==> config.mk <==
export PLATFORM = sky130hd
export DESIGN_NAME = exhalation_valve_integral_servo
export DESIGN_NICKNAME = d
export VERILOG_FILES = /design/src/evs_pkg.sv /design/src/evs_integrator.sv /design/src/exhalation_valve_integral_servo.sv
export SDC_FILE = /design/constraint.sdc
export NUM_CORES = 1
export LEC_CHECK = 0
export BUFFER_PORTS_ARGS = -buffer_cell sky130_fd_sc_hd__clkbuf_2
export CAP_MARGIN = 10
export CORE_MARGIN = 5
export CORE_UTILIZATION = 45
export CTS_BUF_LIST = sky130_fd_sc_hd__clkbuf_16
export CTS_CLUSTER_DIAMETER = 30
export DETAILED_ROUTE_END_ITERATION = 10
export HOLD_SLACK_MARGIN = 0.02
export PLACE_DENSITY_LB_ADDON = 0.05
export SLEW_MARGIN = 20
export SYNTH_ARGS = -nofsm -noshare
export SYNTH_HDL_FRONTEND = slang
export SYNTH_HIERARCHICAL = 1
export SYNTH_SLANG_ARGS = --single-unit
==> constraint.sdc <==
create_clock -name clk -period 15.9 [get_ports clk]
set_clock_uncertainty 0.05 [all_clocks]
set_input_delay 3.18 -clock clk [delete_from_list [all_inputs] [get_ports clk]]
set_output_delay 3.18 -clock clk [all_outputs]
set_load 0.02 [all_outputs]
==> src/evs_pkg.sv <==
// Shared types, constants and a helper function for the exhalation valve integral servo.
// Depends on nothing; every other file in src refers to it by scoped names.
package evs_pkg;

  // Defaults for the top-level parameters.
  localparam int POSITION_MAX_DEF  = 2000;
  localparam int FRACTION_BITS_DEF = 8;

  // Loop gains and scalers.
  localparam int ERR_GAIN   = 100;
  localparam int ERR_SCALER = 500;
  localparam int POS_GAIN   = 20;
  localparam int POS_SCALER = 1667;

  // Field and datapath widths.
  localparam int PRESS_W = 16;
  localparam int ERR_W   = PRESS_W + 1;
  localparam int MAG_W   = PRESS_W;
  localparam int SUM_W   = 32;
  localparam int POS_W   = 11;

  // The error scale error*100/500 reduces to error/5. The truncating divide by 5 is a
  // reciprocal multiply on the error magnitude, exact for every 16-bit magnitude.
  localparam int ERR_DIV    = ERR_SCALER / ERR_GAIN;
  localparam int ERR_SHIFT  = 19;
  localparam int ERR_MULT   = ((1 << ERR_SHIFT) + ERR_DIV - 1) / ERR_DIV;
  localparam int ERR_MULT_W = $clog2(ERR_MULT + 1);
  localparam int PROD_W     = MAG_W + ERR_MULT_W;
  localparam int STEP_W     = PROD_W - ERR_SHIFT;

  // Smallest integrator quotient whose position reaches at least one step.
  localparam int Q_LOW = (POS_SCALER + POS_GAIN - 1) / POS_GAIN;

  // Smallest integrator quotient whose position reaches the upper clamp.
  function automatic int q_high(input int pos_max);
    q_high = (POS_SCALER * pos_max + POS_GAIN - 1) / POS_GAIN;
  endfunction

  // Where the position taken from the integrator lies.
  typedef enum logic [1:0] {
    ZONE_MID  = 2'b00,
    ZONE_LOW  = 2'b01,
    ZONE_HIGH = 2'b10
  } zone_t;

  // Integrator commands for one transfer.
  typedef struct packed {
    logic clear;
    logic sample;
  } integ_ctrl_t;

  // Integrator step as sign and magnitude, before the fraction shift.
  typedef struct packed {
    logic              neg;
    logic [STEP_W-1:0] mag;
  } step_t;

endpackage

==> src/evs_integrator.sv <==
// Integrator register with clamp detection and anti-windup gating.
// Depends on evs_pkg for the step, command and zone types and the loop constants.
module evs_integrator #(
  parameter int POSITION_MAX  = evs_pkg::POSITION_MAX_DEF,
  parameter int FRACTION_BITS = evs_pkg::FRACTION_BITS_DEF,
  parameter int X_W           = 22
) (
  input  logic                  clk,
  input  logic                  rst,
  input  evs_pkg::integ_ctrl_t  ctrl,
  input  evs_pkg::step_t        step,
  output evs_pkg::zone_t        zone,
  output logic [X_W-1:0]        x
);

  localparam int Q_HI = evs_pkg::q_high(POSITION_MAX);
  localparam logic signed [evs_pkg::SUM_W-1:0] Q_HI_S = evs_pkg::SUM_W'(Q_HI);
  localparam logic signed [evs_pkg::SUM_W-1:0] Q_LO_S = evs_pkg::SUM_W'(evs_pkg::Q_LOW);

  logic [evs_pkg::SUM_W-1:0]        integral_sum;
  logic [evs_pkg::SUM_W-1:0]        integral_sum_next;
  logic signed [evs_pkg::SUM_W-1:0] q;
  logic [evs_pkg::SUM_W-1:0]        step_ext;
  logic                             add;

  // Integer part of the integrator, rounded toward minus infinity.
  assign q = $signed(integral_sum) >>> FRACTION_BITS;

  // Clamp zone of the position derived from the integrator before this sample.
  always_comb begin
    if (q >= Q_HI_S) begin
      zone = evs_pkg::ZONE_HIGH;
    end else if (q < Q_LO_S) begin
      zone = evs_pkg::ZONE_LOW;
    end else begin
      zone = evs_pkg::ZONE_MID;
    end
  end

  // Scaled quotient for the position divider; only meaningful in the middle zone.
  assign x = X_W'(q[X_W-1:0] * X_W'(evs_pkg::POS_GAIN));

  // At a clamp, only a step pointing back into range is taken. A zero step adds nothing,
  // so the sign bit alone decides.
  always_comb begin
    case (zone)
      evs_pkg::ZONE_HIGH: add = step.neg;
      evs_pkg::ZONE_LOW:  add = !step.neg;
      default:            add = 1'b1;
    endcase
  end

  assign step_ext = evs_pkg::SUM_W'(step.mag) << FRACTION_BITS;

  // Next integrator value; the sum wraps modulo two to the width.
  always_comb begin
    integral_sum_next = integral_sum;
    if (ctrl.clear) begin
      integral_sum_next = '0;
    end else if (ctrl.sample && add) begin
      if (step.neg) begin
        integral_sum_next = integral_sum - step_ext;
      end else begin
        integral_sum_next = integral_sum + step_ext;
      end
    end
  end

  always_ff @(posedge clk) begin
    if (rst) begin
      integral_sum <= '0;
    end else begin
      integral_sum <= integral_sum_next;
    end
  end

`ifndef NO_ASSERTIONS
  // A clear command leaves the integrator at zero.
  a_clear_zeroes: assert property (@(posedge clk) disable iff (rst)
    ctrl.clear |=> integral_sum == '0)
    else $error("integrator not zero after clear");

  // At the upper clamp a non-negative step must not wind the integrator further.
  a_upper_hold: assert property (@(posedge clk) disable iff (rst)
    ctrl.sample && !ctrl.clear && zone == evs_pkg::ZONE_HIGH && !step.neg
      |=> $stable(integral_sum))
    else $error("integrator wound up past the upper clamp");

  // Without a command the integrator holds.
  a_idle_hold: assert property (@(posedge clk) disable iff (rst)
    !ctrl.clear && !ctrl.sample |=> $stable(integral_sum))
    else $error("integrator changed without a command");
`endif

endmodule

==> src/exhalation_valve_integral_servo.sv <==
// Top level of the exhalation valve integral servo: handshakes, pipeline and position divider.
// Depends on evs_pkg and evs_integrator.
//
//   channel  direction  handshake             payload
//   config   in         cfg_wr_en             cfg_wr_data (loop_enable)
//   input    in         in_valid / in_ready   mode, measured_pressure, target_pressure
//   output   out        out_valid / out_ready valve_position
//
// One item is accepted per cycle while in_ready is high; its position passes stages A, B, C and the output register.
// The integrator add and clamp compare form the only loop; both are combinational ahead of the integrator register.
// Stages are elastic: an item advances whenever the stage ahead is empty or moving,
// so up to four items are held while out_ready is low before in_ready drops.
// Clear items and samples taken while the loop is disabled give no result.
// Reset (synchronous) empties the pipeline, zeroes the integrator and disables the loop.
module exhalation_valve_integral_servo #(
  parameter int POSITION_MAX  = evs_pkg::POSITION_MAX_DEF,
  parameter int FRACTION_BITS = evs_pkg::FRACTION_BITS_DEF
) (
  input  logic                              clk,
  input  logic                              rst,
  input  logic                              cfg_wr_en,
  input  logic                              cfg_wr_data,
  input  logic                              in_valid,
  output logic                              in_ready,
  input  logic                              mode,
  input  logic signed [evs_pkg::PRESS_W-1:0] measured_pressure,
  input  logic signed [evs_pkg::PRESS_W-1:0] target_pressure,
  output logic                              out_valid,
  input  logic                              out_ready,
  output logic [evs_pkg::POS_W-1:0]         valve_position
);

  // Position divider: floor(x / 1667) as a reciprocal multiply, exact for every x below
  // 2^X_W, which covers all quotients below the upper clamp.
  localparam int X_W       = $clog2(evs_pkg::q_high(POSITION_MAX) * evs_pkg::POS_GAIN);
  localparam int DIV_SHIFT = X_W + $clog2(evs_pkg::POS_SCALER);
  localparam logic [63:0] DIV_MULT =
    ((64'd1 << DIV_SHIFT) + 64'(evs_pkg::POS_SCALER) - 64'd1) / 64'(evs_pkg::POS_SCALER);
  localparam int M_W    = DIV_SHIFT - $clog2(evs_pkg::POS_SCALER) + 1;
  localparam int POSP_W = X_W + M_W;

  logic loop_enable;

  // Stage registers.
  logic                                  a_valid;
  logic                                  a_mode;
  logic signed [evs_pkg::ERR_W-1:0]      a_err;
  logic                                  b_valid;
  logic                                  b_mode;
  logic                                  b_neg;
  logic [evs_pkg::PROD_W-1:0]            b_prod;
  logic                                  c_valid;
  evs_pkg::zone_t                        c_zone;
  logic [X_W-1:0]                        c_x;

  // Stage control.
  logic out_load;
  logic c_ready;
  logic b_ready;
  logic a_ready;
  logic b_fire;

  // Datapath.
  logic signed [evs_pkg::ERR_W-1:0]      err;
  logic signed [evs_pkg::ERR_W-1:0]      a_abs;
  logic [evs_pkg::PROD_W-1:0]            a_prod;
  evs_pkg::integ_ctrl_t                  ctrl;
  evs_pkg::step_t                        step;
  evs_pkg::zone_t                        zone;
  logic [X_W-1:0]                        x;
  logic [POSP_W-1:0]                     pos_prod;
  logic [evs_pkg::POS_W-1:0]             pos_mid;
  logic [evs_pkg::POS_W-1:0]             valve_position_next;

  // A stage takes a new item when it is empty or its item moves on.
  assign out_load = !out_valid || out_ready;
  assign c_ready  = !c_valid || out_load;
  assign b_ready  = !b_valid || c_ready;
  assign a_ready  = !a_valid || b_ready;
  assign in_ready = a_ready;
  assign b_fire   = b_valid && c_ready;

  // Error between target and measurement, one bit wider than the fields.
  assign err = evs_pkg::ERR_W'(target_pressure) - evs_pkg::ERR_W'(measured_pressure);

  // Magnitude of the error times the reciprocal of five.
  assign a_abs  = a_err[evs_pkg::ERR_W-1] ? -a_err : a_err;
  assign a_prod = evs_pkg::PROD_W'(a_abs[evs_pkg::MAG_W-1:0]) *
                  evs_pkg::PROD_W'(evs_pkg::ERR_MULT);

  // Integrator commands for the item leaving stage B.
  assign ctrl.clear  = b_fire && b_mode;
  assign ctrl.sample = b_fire && !b_mode && loop_enable;
  assign step.neg    = b_neg;
  assign step.mag    = b_prod[evs_pkg::ERR_SHIFT +: evs_pkg::STEP_W];

  evs_integrator #(
    .POSITION_MAX  (POSITION_MAX),
    .FRACTION_BITS (FRACTION_BITS),
    .X_W           (X_W)
  ) u_integrator (
    .clk  (clk),
    .rst  (rst),
    .ctrl (ctrl),
    .step (step),
    .zone (zone),
    .x    (x)
  );

  // Position from the registered quotient, or the clamp value.
  assign pos_prod = POSP_W'(c_x) * POSP_W'(DIV_MULT[M_W-1:0]);
  assign pos_mid  = evs_pkg::POS_W'(pos_prod >> DIV_SHIFT);

  always_comb begin
    case (c_zone)
      evs_pkg::ZONE_HIGH: valve_position_next = evs_pkg::POS_W'(POSITION_MAX);
      evs_pkg::ZONE_LOW:  valve_position_next = '0;
      default:            valve_position_next = pos_mid;
    endcase
  end

  // Control state: configuration and stage valid bits.
  always_ff @(posedge clk) begin
    if (rst) begin
      loop_enable <= 1'b0;
      a_valid     <= 1'b0;
      b_valid     <= 1'b0;
      c_valid     <= 1'b0;
      out_valid   <= 1'b0;
    end else begin
      if (cfg_wr_en) begin
        loop_enable <= cfg_wr_data;
      end
      if (a_ready) begin
        a_valid <= in_valid;
      end
      if (b_ready) begin
        b_valid <= a_valid;
      end
      if (c_ready) begin
        c_valid <= b_valid && !b_mode && loop_enable;
      end
      if (out_load) begin
        out_valid <= c_valid;
      end
    end
  end

  // Payload registers.
  always_ff @(posedge clk) begin
    if (a_ready) begin
      a_mode <= mode;
      a_err  <= err;
    end
    if (b_ready) begin
      b_mode <= a_mode;
      b_neg  <= a_err[evs_pkg::ERR_W-1];
      b_prod <= a_prod;
    end
    if (c_ready) begin
      c_zone <= zone;
      c_x    <= x;
    end
    if (out_load) begin
      valve_position <= valve_position_next;
    end
  end

`ifndef NO_ASSERTIONS
  // A delivered position never exceeds the upper clamp when the clamp fits the port.
  a_pos_range: assert property (@(posedge clk) disable iff (rst)
    out_valid |-> (POSITION_MAX >= (1 << evs_pkg::POS_W)) ||
                  (valve_position <= evs_pkg::POS_W'(POSITION_MAX)))
    else $error("valve position above the upper clamp");

  // The input stalls only when every stage holds an item and the output is blocked.
  a_full_stall: assert property (@(posedge clk) disable iff (rst)
    !in_ready |-> a_valid && b_valid && c_valid && out_valid && !out_ready)
    else $error("input stalled with room in the pipeline");

  // Reset leaves no result pending.
  a_reset_empty: assert property (@(posedge clk)
    $past(rst) |-> !out_valid)
    else $error("result pending right after reset");
`endif

endmodule
# --- Yosys cells after proc, flatten, opt, wreduce, memory -nomap -nowiden ---
# Index checks and enable logic that the tools add are counted.
op_classes:
  n_addsub: 4
  n_mul: 3
  div_mod_pow: 0
  magnitude_cmp: 2
  n_eq_ne: 4
  shift: 0
  n_mux: 6
  n_bitwise: 0
  reduce_logical: 18
op_table:
  columns: ["op", "count"]
  rows:
  - ["$mul 20x23->42 const B", 1]
  - ["$add 32x22->32", 1]
  - ["$mul 16x16->32 const B", 1]
  - ["$mux 32", 1]
  - ["$sub 32x22->32", 1]
  - ["$ge 24x19->1 const B", 1]
  - ["$lt 24x8->1 const B", 1]
  - ["$mul 22x3->20 const B", 1]
  - ["$pmux 11 s2", 1]
  - ["$sub 16x16->17", 1]
  - ["$mux 16", 1]
  - ["$neg 16->16", 1]
  - ["$logic_and 1x1->1", 7]
  - ["$logic_not 1->1", 6]
  - ["$eq 2x1->1 const B", 2]
  - ["$eq 2x2->1 const B", 2]
  - ["$logic_or 1x1->1", 4]
  - ["$mux 2", 1]
  - ["$pmux 1 s2", 1]
  - ["$reduce_or 2->1", 1]
  - ["$mux 1", 1]
word_totals:
  regBits: 122
  latchBits: 0
  mem_bits_rw: 0
  mem_bits_ro: 0
  inputBits: 39
  word_cells: 51
  n_memories: 0

# --- Depth between registers and ports, before layout ---
# Gate-level depths: netlist of the first run.
logic_depth:
  depth_word: 7
  ltp_mapped: 27
  mapped_depth_nobuf: 27

# --- Cells and area by module ---
# Netlist of the first run, hierarchy kept.
by_module_without_submodules:
  columns: ["module", "n_inst", "cells_each", "area_each_um2", "seq_area_each_um2"]
  rows:
  - ["exhalation_valve_integral_servo", 1, 1533, 15461.1, 2172.1]
  - ["evs_integrator", 1, 428, 3340.7, 480.5]

# --- Worst setup path before layout of the first run ---
# OpenSTA, ideal clock, no wires.
synth_timing:
  kind: "input -> output"
  from: "input out_ready"
  to: "output in_ready"
  t_arrival_ns: 4.021
  path_slack_ns: 8.649
  stages: 3
  n_path_buf: 0
  path_cell_list: "nor2b_1 > and3_1 > nand2_1"
synth_via:
  elab_chain_len: 4
synth_lines:
  columns: ["element", "line_no", "source"]
  rows:
  - ["start: declaration", "exhalation_valve_integral_servo.sv:29", "input logic out_ready,"]
  - ["$logic_or 1x1->1", "exhalation_valve_integral_servo.sv:76", "assign out_load = !out_valid || out_ready;"]
  - ["$logic_or 1x1->1", "exhalation_valve_integral_servo.sv:77", "assign c_ready = !c_valid || out_load;"]
  - ["$logic_or 1x1->1", "exhalation_valve_integral_servo.sv:78", "assign b_ready = !b_valid || c_ready;"]
  - ["$logic_or 1x1->1", "exhalation_valve_integral_servo.sv:79", "assign a_ready = !a_valid || b_ready;"]
  - ["end: declaration", "exhalation_valve_integral_servo.sv:24", "output logic in_ready,"]
# Every way passes these cells.

# --- Final worst setup path of the first run ---
layout_timing:
  from: "register a_err[0] (netlist name)"
  to: "register b_prod[29] (netlist name) (data pin)"
layout_via:
  elab_chain_len: 3
layout_lines:
  columns: ["element", "line_no", "source"]
  rows:
  - ["start: declaration", "exhalation_valve_integral_servo.sv:47", "logic signed [evs_pkg::ERR_W-1:0] a_err;"]
  - ["start signal: assignment", "exhalation_valve_integral_servo.sv:153", "a_err <= err;"]
  - ["$neg 16->16", "exhalation_valve_integral_servo.sv:87", "assign a_abs = a_err[evs_pkg::ERR_W-1] ? -a_err : a_err;"]
  - ["$mux 16 *", "exhalation_valve_integral_servo.sv:87", null]
  - ["$mul 16x16->32 *", "exhalation_valve_integral_servo.sv:88", "assign a_prod = evs_pkg::PROD_W'(a_abs[evs_pkg::MAG_W-1:0]) *"]
  - ["net a_prod, one bit", "exhalation_valve_integral_servo.sv:66", "logic [evs_pkg::PROD_W-1:0] a_prod;"]
  - ["end signal: assignment", "exhalation_valve_integral_servo.sv:158", "b_prod <= a_prod;"]
  - ["end: declaration", "exhalation_valve_integral_servo.sv:51", "logic [evs_pkg::PROD_W-1:0] b_prod;"]
# The timed path passes the listed nets; every way through them passes the cells marked *.
# A chain may end at the register's enable or synchronous reset.

==> results of run 1 <==
## layout by cell type (no fill, tap or decap), drive strengths merged, types with 10 or more instances in the layout
cell / count
inv: 461
ha: 436
fa: 214
nor2: 101
a21oi: 91
xnor2: 74
nand2: 71
edfxtp: 69
clkbuf: 60
o21ai: 42
a21o: 34
dfxtp: 29
xor2: 26
nand3: 23
nor3: 23
o21a: 19
nor2b: 18
and3: 15
mux2i: 14
nand4: 13
o211ai: 12
o21bai: 11
a211oi: 10
or3: 10
## critical path: cells and delay by family (launching register included)
kind | cells | cell delay (ps)
XOR/XNOR | 1 | 650
flip-flops | 1 | 500
AO/OA/AOI/OAI | 4 | 1050
AND/OR/NAND/NOR | 8 | 1760
buffers and inverters | 3 | 260
adder cells (fa/ha/maj) | 8 | 3290
## layout make-up
cell class	instances	area, µm²	share of cell area
Tap cell	532	666	0.0334
Timing Repair Buffer	55	285	0.0143
Inverter	458	1720	0.0863
Clock inverter	7	50.0	0.00251
Multi-Input combinational cell	1384	14300	0.719
Clock buffer	9	225	0.0113
Sequential cell	98	2650	0.133
## logic make-up (layout without fill, tap and decap cells)
family | count (synthesis) | after routing | share of synthesized area
xor gates and xnor gates | 100 | 100 | 0.0466
AOI/OAI and AO/OA | 296 | 296 | 0.106
muxes | 14 | 14 | 0.00745
other | 1 | 2 | 0.000199
DFF | 98 | 98 | 0.141
and+or+nand+nor | 322 | 322 | 0.0837
adders and majority gates | 650 | 650 | 0.518
buffers and inverters | 480 | 529 | 0.0969
## flip-flops by register name (all words and copies together) (netlist names)
register and count:
u_integrator/integral_sum 24, c_x 22, a_err 17, b_prod 14, valve_position 11, c_zone 2, a_mode 1, a_valid 1
b_mode 1, b_neg 1, b_valid 1, c_valid 1, loop_enable 1, out_valid 1
## layer usage
| metal | global-route usage | wire (µm) | vias up |
|---|---|---|---|
| met3 | 0.0198 | 876 | 58 |
| met2 | 0.343 | 21500 | 157 |
| met5 | 0 | 0 | - |
| li1 | - | - | 6622 |
| met4 | 0.0595 | 1200 | 0 |
| met1 | 0.248 | 19800 | 6465 |
## metrics by stage
stage | cell area [µm²] | std cells | utilization | setup WS [ps] | hold slack [ps]
final | 19900 | 2543 | 0.485 | 8100 | 396
after global routing | 19900 | 2543 | 0.485 | 7750 | 413
after CTS | 19900 | 2543 | 0.485 | 8070 | 408
after detailed placement | 19700 | 2527 | 0.478 | 8130 | 395
after global placement | 19700 | 2527 | 0.478 | 8300 | 396
after floorplan | 18800 | 1962 | - | 8650 | 350
## worst min-delay path by stage
stage               startpoint     end  slack, ps  depth (start not counted)
global placement        a_mode  b_mode        400                          0
detailed placement      a_mode  b_mode        400                          0
global route            a_mode  b_mode        410                          0
floorplan               a_mode  b_mode        350                          0
finish                  a_mode  b_mode        400                          0
CTS                     a_mode  b_mode        410                          0
==> flow_summary_export.csv, run 1 <==
group,metric,value,unit
status,status,"complete, no violations",
logic_synthesis,synth_cells,1961,
worst_setup_path,crit_required,15980,ps
sta,fin_setup_tns,0,ps
final_layout,drive_gt1_frac,0.0457,
worst_setup_path,start_kind,"flip-flop",
sta,fmax,128,MHz
global_routing,grt.total_usage,0.193,
placement,place_congestion,0.919,
route,wl,43400,µm
sta,rsz0062_at_grt,"no",
final_layout,nNetsFinal,2695,
worst_setup_path,crit_chain,"inv_1, ha_1, nand3b_1, or2_2, or3_1, o31a_1, xor2_1, ha_1, ha_1, fa_1, fa_1, fa_1, inv_1, fa_1, inv_1, ha_1, nand3_1, nand2_1, a31o_2, nor3_1, a2111oi_0, nor3_2, nor4b_1, a311o_1",
clock_network,numCtsBuffers,9,
route,initialDrtViolationCount,573,
placement,hpwl,38200,µm
logic_synthesis,yosys.area.top_type,"ha_1",
sta,relSlewSlack,0.444,
sta,tightest_slew,827,ps
sta,period_share,0.490,
floorplanning,die_y,214,µm
logic_synthesis,ys_async_sr_fraction,0,
clock_network,cts_hold_buffers,0,
final_layout,fillCellCount,4035,
route,via_per_inst,5.23,
logic_synthesis,synth.most_common_cell,"inv_1",
worst_setup_path,critical_path.reg2reg.startpoint,"a_err[0]",
floorplanning,initial_core_util,0.457,
floorplanning,fp.dieW,214,µm
placement,io_buffer_count,51,
floorplanning,row_count,74,
clock_network,max-clock-path-buffers,2,
worst_setup_path,endpoint_kind,"flip-flop",
route,firstDrtPassIters,5,
min_path,hp-class,"flip-flop to flip-flop",
logic_synthesis,synthFlopType,"edfxtp_1",
worst_setup_path,reg2regPathDepth,24,
global_routing,grt_first_pass_wirelength,71600,µm
clock_network,postCtsSetupBuffers,0,
logic_synthesis,ys_types,73,
global_routing,grt_pass1_vias,13900,
global_routing,grt-ovfl-total,0,
route,route.antenna.remaining_nets,0,
worst_setup_path,cpMaxStageDelayCell,"xor2_1",
sta,finalHoldViolations,0,
worst_setup_path,crit_arrival,7880,ps
worst_setup_path,path_class,"flip-flop to flip-flop",
global_routing,grt_max_degree,28,
clock_network,cts.sinks,98,
route,wl_per_cell,17.1,µm
logic_synthesis,synth_common_cells,"inv_1 (458), ha_1 (436), fa_1 (214)",
worst_setup_path,critical_path.startpoint,"a_err[0]",
clock_network,cts.repair.resized,0,
final_layout,antenna_cells,0,
worst_setup_path,rr_endpoint,"b_prod[29]",
job,drv_cap,0,
global_routing,antenna_found_initial,0,
logic_synthesis,syn_area_per_cell,9.59,µm²
route,drc_errors,0,
logic_synthesis,yosys-top-cells-area,"ha_1 (29%), fa_1 (23%), edfxtp_1 (11%)",
floorplanning,core_area,0.0411,mm²
logic_synthesis,synth-edff-count,69,
clock_network,path_clk_slew,80,ps
sta,slew_viol_final,0,
worst_setup_path,crit_path_max_incr_delay,650,ps
final_layout,area_delta_synth_final,6.00,%
worst_setup_path,worstSetupEndpoint,"b_prod[29]",
logic_synthesis,postSynthRegisterBits,98,
route,via_count,13300,
clock_network,cts_htree_levels,3,
clock_network,tritoncts,"built",
clock_network,clock_latency,380,ps
logic_synthesis,synth_seq_area_share,0.141,
floorplanning,dieArea,0.0460,mm²
worst_setup_path,rrSetupSlack,8100,ps
logic_synthesis,yosys.area.top_type_share,0.290,
clock_network,root_buffer,"clkbuf_16",
sta,setup_violations,0,
sta,finalCriticalPeriod,7800,ps
floorplanning,ios,52,
worst_setup_path,critPathMaxFanout,7,
logic_synthesis,synth_warnings,6,
logic_synthesis,netlist_area,0.0188,mm²
Power of run 1 is left out: the tool's default activity adds up to more than one toggle a clock period on the data nets, which glitch-free logic cannot reach.
==> run 2: changes to the inputs <==
--- a/config.mk
+++ b/config.mk
@@ -5,6 +5,7 @@
 export SDC_FILE = /design/constraint.sdc
 export NUM_CORES = 1
 export LEC_CHECK = 0
+export ABC_AREA = 1
 export BUFFER_PORTS_ARGS = -buffer_cell sky130_fd_sc_hd__clkbuf_2
 export CAP_MARGIN = 10
 export CORE_MARGIN = 5
==> constraint.sdc (replaced) <==
create_clock -name clk -period 6.6 [get_ports clk]
set_clock_uncertainty 0.05 [all_clocks]
set_input_delay 1.32 -clock clk [delete_from_list [all_inputs] [get_ports clk]]
set_output_delay 1.32 -clock clk [all_outputs]
set_load 0.02 [all_outputs]
==> run 2 against run 1 <==
  * Maximum frequency up 25%
  * Register-to-register slack got worse by 7800 ps
  * Synthesized cell count up 43%
  * Setup slack worse by 7800 ps
  * Routed wire length rose by 36%
  * Count of clock-buffer cells in the layout stayed put
  * Area after synthesis rose by 14%
  * Core utilization barely moved
  * Sequential share of layout area decreased by 1.8 points
  * Non-clock buffer count rose by 28
  * Critical path type unchanged
  * Critical endpoint unchanged
==> flow_summary_export.csv, run 2 <==
group,metric,value,unit
status,status,"complete, no violations",
global_routing,globalRouteMet2Util,0.402,
logic_synthesis,synth_compound_area_frac,0.0628,
logic_synthesis,ys_types,53,
floorplanning,initial_core_util,0.453,
logic_synthesis,synth_simple_gate_area_frac,0.195,
job,drv_cap,0,
sta,finalCriticalPeriod,6250,ps
logic_synthesis,synthMuxAreaShare,0.000466,
sta,tightest_slew,798,ps
global_routing,use_met3,0.0143,
final_layout,regMostFlops,"u_integrator/integral_sum",
logic_synthesis,syn_area_per_cell,7.68,µm²
floorplanning,row_count,80,
route,wl_per_cell,16.9,µm
final_layout,final_common_cell,"inv_1",
logic_synthesis,yosys-top-cells-area,"ha_1 (25%), fa_1 (20%), inv_1 (12%)",
clock_network,cts.sinks,98,
global_routing,grt_max_degree,34,
clock_network,path_clk_slew,80,ps
global_routing,grt-ovfl-total,0,
clock_network,clock_latency,400,ps
logic_synthesis,synth_xor_area_frac,0.0340,
placement,place_congestion,0.933,
worst_setup_path,start_kind,"flip-flop",
logic_synthesis,synth_seq_area_share,0.123,
global_routing,antenna_found_initial,0,
placement,hpwl,53200,µm
global_routing,met1_usage,0.299,
final_layout,area_delta_synth_final,6.97,%
route,route.antenna.remaining_nets,0,
sta,fmax,160,MHz
sta,period_share,0.947,
logic_synthesis,synth-adder-area-share,0.453,
worst_setup_path,path_class,"flip-flop to flip-flop",
sta,setup_violations,0,
route,via_count,17300,
logic_synthesis,yosys.area.top_type_share,0.254,
logic_synthesis,ys_async_sr_fraction,0,
logic_synthesis,synth_top_family_by_area,"adder cells",
logic_synthesis,synthFlopType,"edfxtp_1",
final_layout,drive_gt1_frac,0.0624,
sta,finalHoldViolations,0,
worst_setup_path,critPathMaxFanout,5,
final_layout,utilization,0.484,
route,firstDrtPassIters,5,
worst_setup_path,cpMaxStageDelayCell,"fa_1",
worst_setup_path,endpoint_kind,"flip-flop",
sta,slew_viol_final,0,
clock_network,tritoncts,"built",
clock_network,cts_hold_buffers,0,
global_routing,grt.total_usage,0.227,
route,initialDrtViolationCount,799,
route,wl,59000,µm
final_layout,layout_common_cells,"inv_1 (708), nand2_1 (606), ha_1 (435), fa_1 (214), nor2_1 (183)",
sta,relSlewSlack,0.467,
logic_synthesis,synth_common_cells,"inv_1 (708), nand2_1 (607), ha_1 (436)",
logic_synthesis,postSynthRegisterBits,98,
worst_setup_path,crit_path_max_incr_delay,540,ps
global_routing,top_usage_layer,"met2",
logic_synthesis,synth_warnings,6,
route,via_per_inst,4.93,
floorplanning,die_y,228,µm
logic_synthesis,synth-edff-count,69,
placement,io_buffer_count,51,
floorplanning,core_area,0.0474,mm²
min_path,hp-class,"flip-flop to flip-flop",
worst_setup_path,crit_arrival,6360,ps
route,drc_errors,0,
worst_setup_path,rrSetupSlack,350,ps
logic_synthesis,yosys.area.top_type,"ha_1",
final_layout,nNetsFinal,3569,
clock_network,root_buffer,"clkbuf_16",
worst_setup_path,cpMostUsedCell,"nand2_1",
worst_setup_path,crit_required,6710,ps
clock_network,cts_htree_levels,3,
floorplanning,ios,52,
logic_synthesis,synth_cells,2799,
final_layout,antenna_cells,0,
global_routing,grt_first_pass_wirelength,93900,µm
logic_synthesis,netlist_area,0.0215,mm²
global_routing,grt_pass1_vias,17600,
floorplanning,dieArea,0.0522,mm²
final_layout,reg.largest.list,"u_integrator/integral_sum (24), c_x (22), a_err (17)",
floorplanning,fp.dieW,228,µm
clock_network,max-clock-path-buffers,2,
clock_network,numCtsBuffers,9,
final_layout,largest_reg_flops,24,
logic_synthesis,synth.most_common_cell,"inv_1",
## run 2: cell count changes after synthesis, moves of 16 or more
| cell | delta |
|---|---|
| nor2b_1 | -18 |
| nand2_1 | +536 |
| xor2_1 | +25 |
| xnor2_1 | -49 |
| nand3_1 | +65 |
| nand4_1 | +16 |
| nor2_1 | +85 |
| inv_1 | +250 |
| a21o_1 | -21 |
| a21oi_1 | +49 |
## run 2: repair_timing
item                                    in CTS  in global routing
endpoints found under the hold margin        0                  0
endpoints found under the setup margin       0                 14
setup buffers                                0                  4
gates resized for setup                      0                 14
## run 2: per-layer routing
layer  vias to the layer above  part of all wire  routed length, µm
met2                       227              0.50              29200
li1                       8830                 -                  -
met5                         -                 0                  0
met3                        58             0.022               1300
met1                      8154              0.46              26900
met4                         0             0.027               1570
## run 2: logic make-up after synthesis
kind of cell | Yosys count
buf+inv | 734
flops | 98
other cells | 1
xor+xnor | 80
mux | 1
compound gates | 242
fa+ha+maj | 650
simple gates | 993
## run 2: per-stage QoR
step	worst slack [ps]	cells	hold slack, ps	area (µm²)	setup TNS, ps
2_1_floorplan	613	2800	350	21500	0
3_3_place_gp	105	3480	352	22600	0
3_5_place_dp	99.4	3480	356	22600	0
4_1_cts	72.3	3496	375	22900	0
5_1_grt	-25.5	3500	389	23000	-46.4
6_report	347	3500	373	23000	0
## run 2: area by class of cell
cell class                 instances  area, µm²
fill                            4839      24500
multi-input combinational       1968      16100
clock buffer                       9        225
timing repair buffer              83        495
clock inverter                     7       57.6
tap                              615        769
inverter                         720       2700
sequential                        98       2650
## run 2: path summary, 6_finish.rpt
check / startpoint / to / depth (start not counted)
worst min register to register: a_mode / b_mode / 0
worst min-delay path: a_mode / b_mode / 0
worst max-delay path: a_err[0] / b_prod[29] / 26
worst max register to register: a_err[0] / b_prod[29] / 26
## run 2: critical path, delay by kind of cell (launching register included)
family	cells	cell delay (ps)
buffers and inverters	3	200
DFF	1	450
AOI/OAI and AO/OA	3	690
xor gates and xnor gates	1	400
adders and majority gates	7	3070
and+or+nand+nor	12	1120
Power of run 2 is left out for the same reason.
==> run 3: changes to the inputs <==
--- a/config.mk
+++ b/config.mk
@@ -8,6 +8,7 @@
 export ABC_AREA = 1
 export BUFFER_PORTS_ARGS = -buffer_cell sky130_fd_sc_hd__clkbuf_2
 export CAP_MARGIN = 10
+export CORE_ASPECT_RATIO = 1.4
 export CORE_MARGIN = 5
 export CORE_UTILIZATION = 45
 export CTS_BUF_LIST = sky130_fd_sc_hd__clkbuf_16
==> run 3 against run 2 <==
  * Core utilization rose by 0.15 points
  * Maximum frequency rose by 0.59%
  * Via count rose by 0.57%
  * First-iteration DRC count fell by 23%
  * Die area rose by 0.12%
  * Register-to-register slack improved by 40 ps
  * Routed wire length rose by 2.6%
  * Setup slack improved by 36 ps
  * Cell area fell by 0.29%
  * Count of clock-buffer cells in the layout did not move
  * Worst hold slack improved by 2.7 ps
  * Critical path depth did not move
  * Largest cell class unchanged
  * Highest routed layer unchanged
==> flow_summary_export.csv, run 3 (same netlist as run 2, synthesis figures left out) <==
group,metric,value,unit
status,status,"complete, no violations",
final_layout,largest_reg_flops,24,
min_path,min_path_cells,0,
route,drc_errors,0,
final_layout,final_common_cell,"inv_1",
worst_setup_path,endpoint_kind,"flip-flop",
sta,fin_setup_tns,0,ps
sta,finalHoldViolations,0,
clock_network,cts.sinks,98,
worst_setup_path,critPathMaxFanout,5,
worst_setup_path,crit_required,6690,ps
worst_setup_path,path_delay_family,"adder cells",
global_routing,antenna_found_initial,0,
route,wl_per_cell,17.3,µm
worst_setup_path,cp.depth,26,
job,drv_cap,0,
final_layout,drive_gt1_frac,0.0570,
sta,finalCriticalPeriod,6220,ps
clock_network,max-clock-path-buffers,2,
sta,tightest_slew,1010,ps
final_layout,fillCellCount,4834,
final_layout,nNetsFinal,3561,
global_routing,use_met3,0.0139,
worst_setup_path,start_kind,"flip-flop",
global_routing,grt.total_usage,0.234,
route,firstDrtPassIters,5,
worst_setup_path,crit_path_max_incr_delay,540,ps
floorplanning,ios,52,
global_routing,top_usage_layer,"met2",
final_layout,area_delta_synth_final,6.66,%
placement,place_congestion,0.937,
route,initialDrtViolationCount,619,
floorplanning,row_count,94,
placement,io_buffer_count,51,
route,via_count,17400,
worst_setup_path,crit_arrival,6310,ps
floorplanning,core_area,0.0472,mm²
clock_network,path_clk_slew,80,ps
global_routing,met1_usage,0.238,
final_layout,reg.largest.list,"u_integrator/integral_sum (24), c_x (22), a_err (17)",
worst_setup_path,cpMaxStageDelayCell,"fa_1",
min_path,hp-class,"flip-flop to flip-flop",
sta,rsz0062_at_grt,"no",
sta,setup_violations,0,
worst_setup_path,path_class,"flip-flop to flip-flop",
clock_network,cts_htree_levels,3,
global_routing,globalRouteMet2Util,0.481,
sta,relSlewSlack,0.323,
sta,period_share,0.942,
worst_setup_path,cpMostUsedCell,"nand2_1",
floorplanning,fp.dieW,195,µm
final_layout,regMostFlops,"u_integrator/integral_sum",
global_routing,grt_max_degree,34,
final_layout,antenna_cells,0,
worst_setup_path,critPathBufInv,3,
placement,hpwl,54900,µm
floorplanning,die_y,269,µm
floorplanning,initial_core_util,0.456,
route,wl,60500,µm
clock_network,numCtsBuffers,9,
route,via_per_inst,4.96,
clock_network,cts_hold_buffers,0,
clock_network,tritoncts,"built",
worst_setup_path,reg2regPathDepth,26,
floorplanning,dieArea,0.0523,mm²
clock_network,root_buffer,"clkbuf_16",
global_routing,grt_pass1_vias,18400,
global_routing,grt-ovfl-total,0,
sta,fmax,161,MHz
sta,slew_viol_final,0,
final_layout,layout_common_cells,"inv_1 (707), nand2_1 (607), ha_1 (436), fa_1 (214), nor2_1 (185)",
clock_network,clock_latency,400,ps
global_routing,grt_first_pass_wirelength,95600,µm
route,route.antenna.remaining_nets,0,
run 3: cell types whose count changed in the layout (fill, tap and decap cells not counted), sizes merged:
cell / delta
buf: -8
clkinvlp: -2
inv: +2
run 3: what timing repair did:
item                                    in CTS  in global routing
gates resized for setup                      0                  5
endpoints found under the setup margin       0                  7
setup buffers                                0                  0
run 3: routing by layer:
layer  wire (µm)  part of all wire
met1       22200              0.37
met2       33900              0.56
met3        1240             0.020
met4        3220             0.053
met5           0                 0
run 3: through the flow:
step	cell area [µm²]	hold WS, ps	setup slack, ps	std cells	util
global placement	22600	353	245	3485	0.479
finish	22900	376	383	3501	0.486
detailed placement	22600	358	295	3485	0.479
floorplan	21500	350	613	2800	-
CTS	22900	378	271	3501	0.486
global route	22900	386	14.4	3501	0.486
run 3: cell type report:
cell class,instances,area [µm²],share of cell area
multi-input combinational,1968,16000,0.700
inverter,720,2700,0.118
sequential,98,2650,0.116
tap,624,781,0.0341
timing repair buffer,75,435,0.0190
clock buffer,9,225,0.00983
clock inverter,7,81.3,0.00355
run 3: worst paths after layout:
| check | from | end | slack [ps] |
|---|---|---|---|
| min | a_mode | b_mode | 380 |
| max reg2reg | a_err[2] | b_prod[29] | 380 |
| max | a_err[2] | b_prod[29] | 380 |
| min reg2reg | a_mode | b_mode | 380 |
Power of run 3 is left out for the same reason.
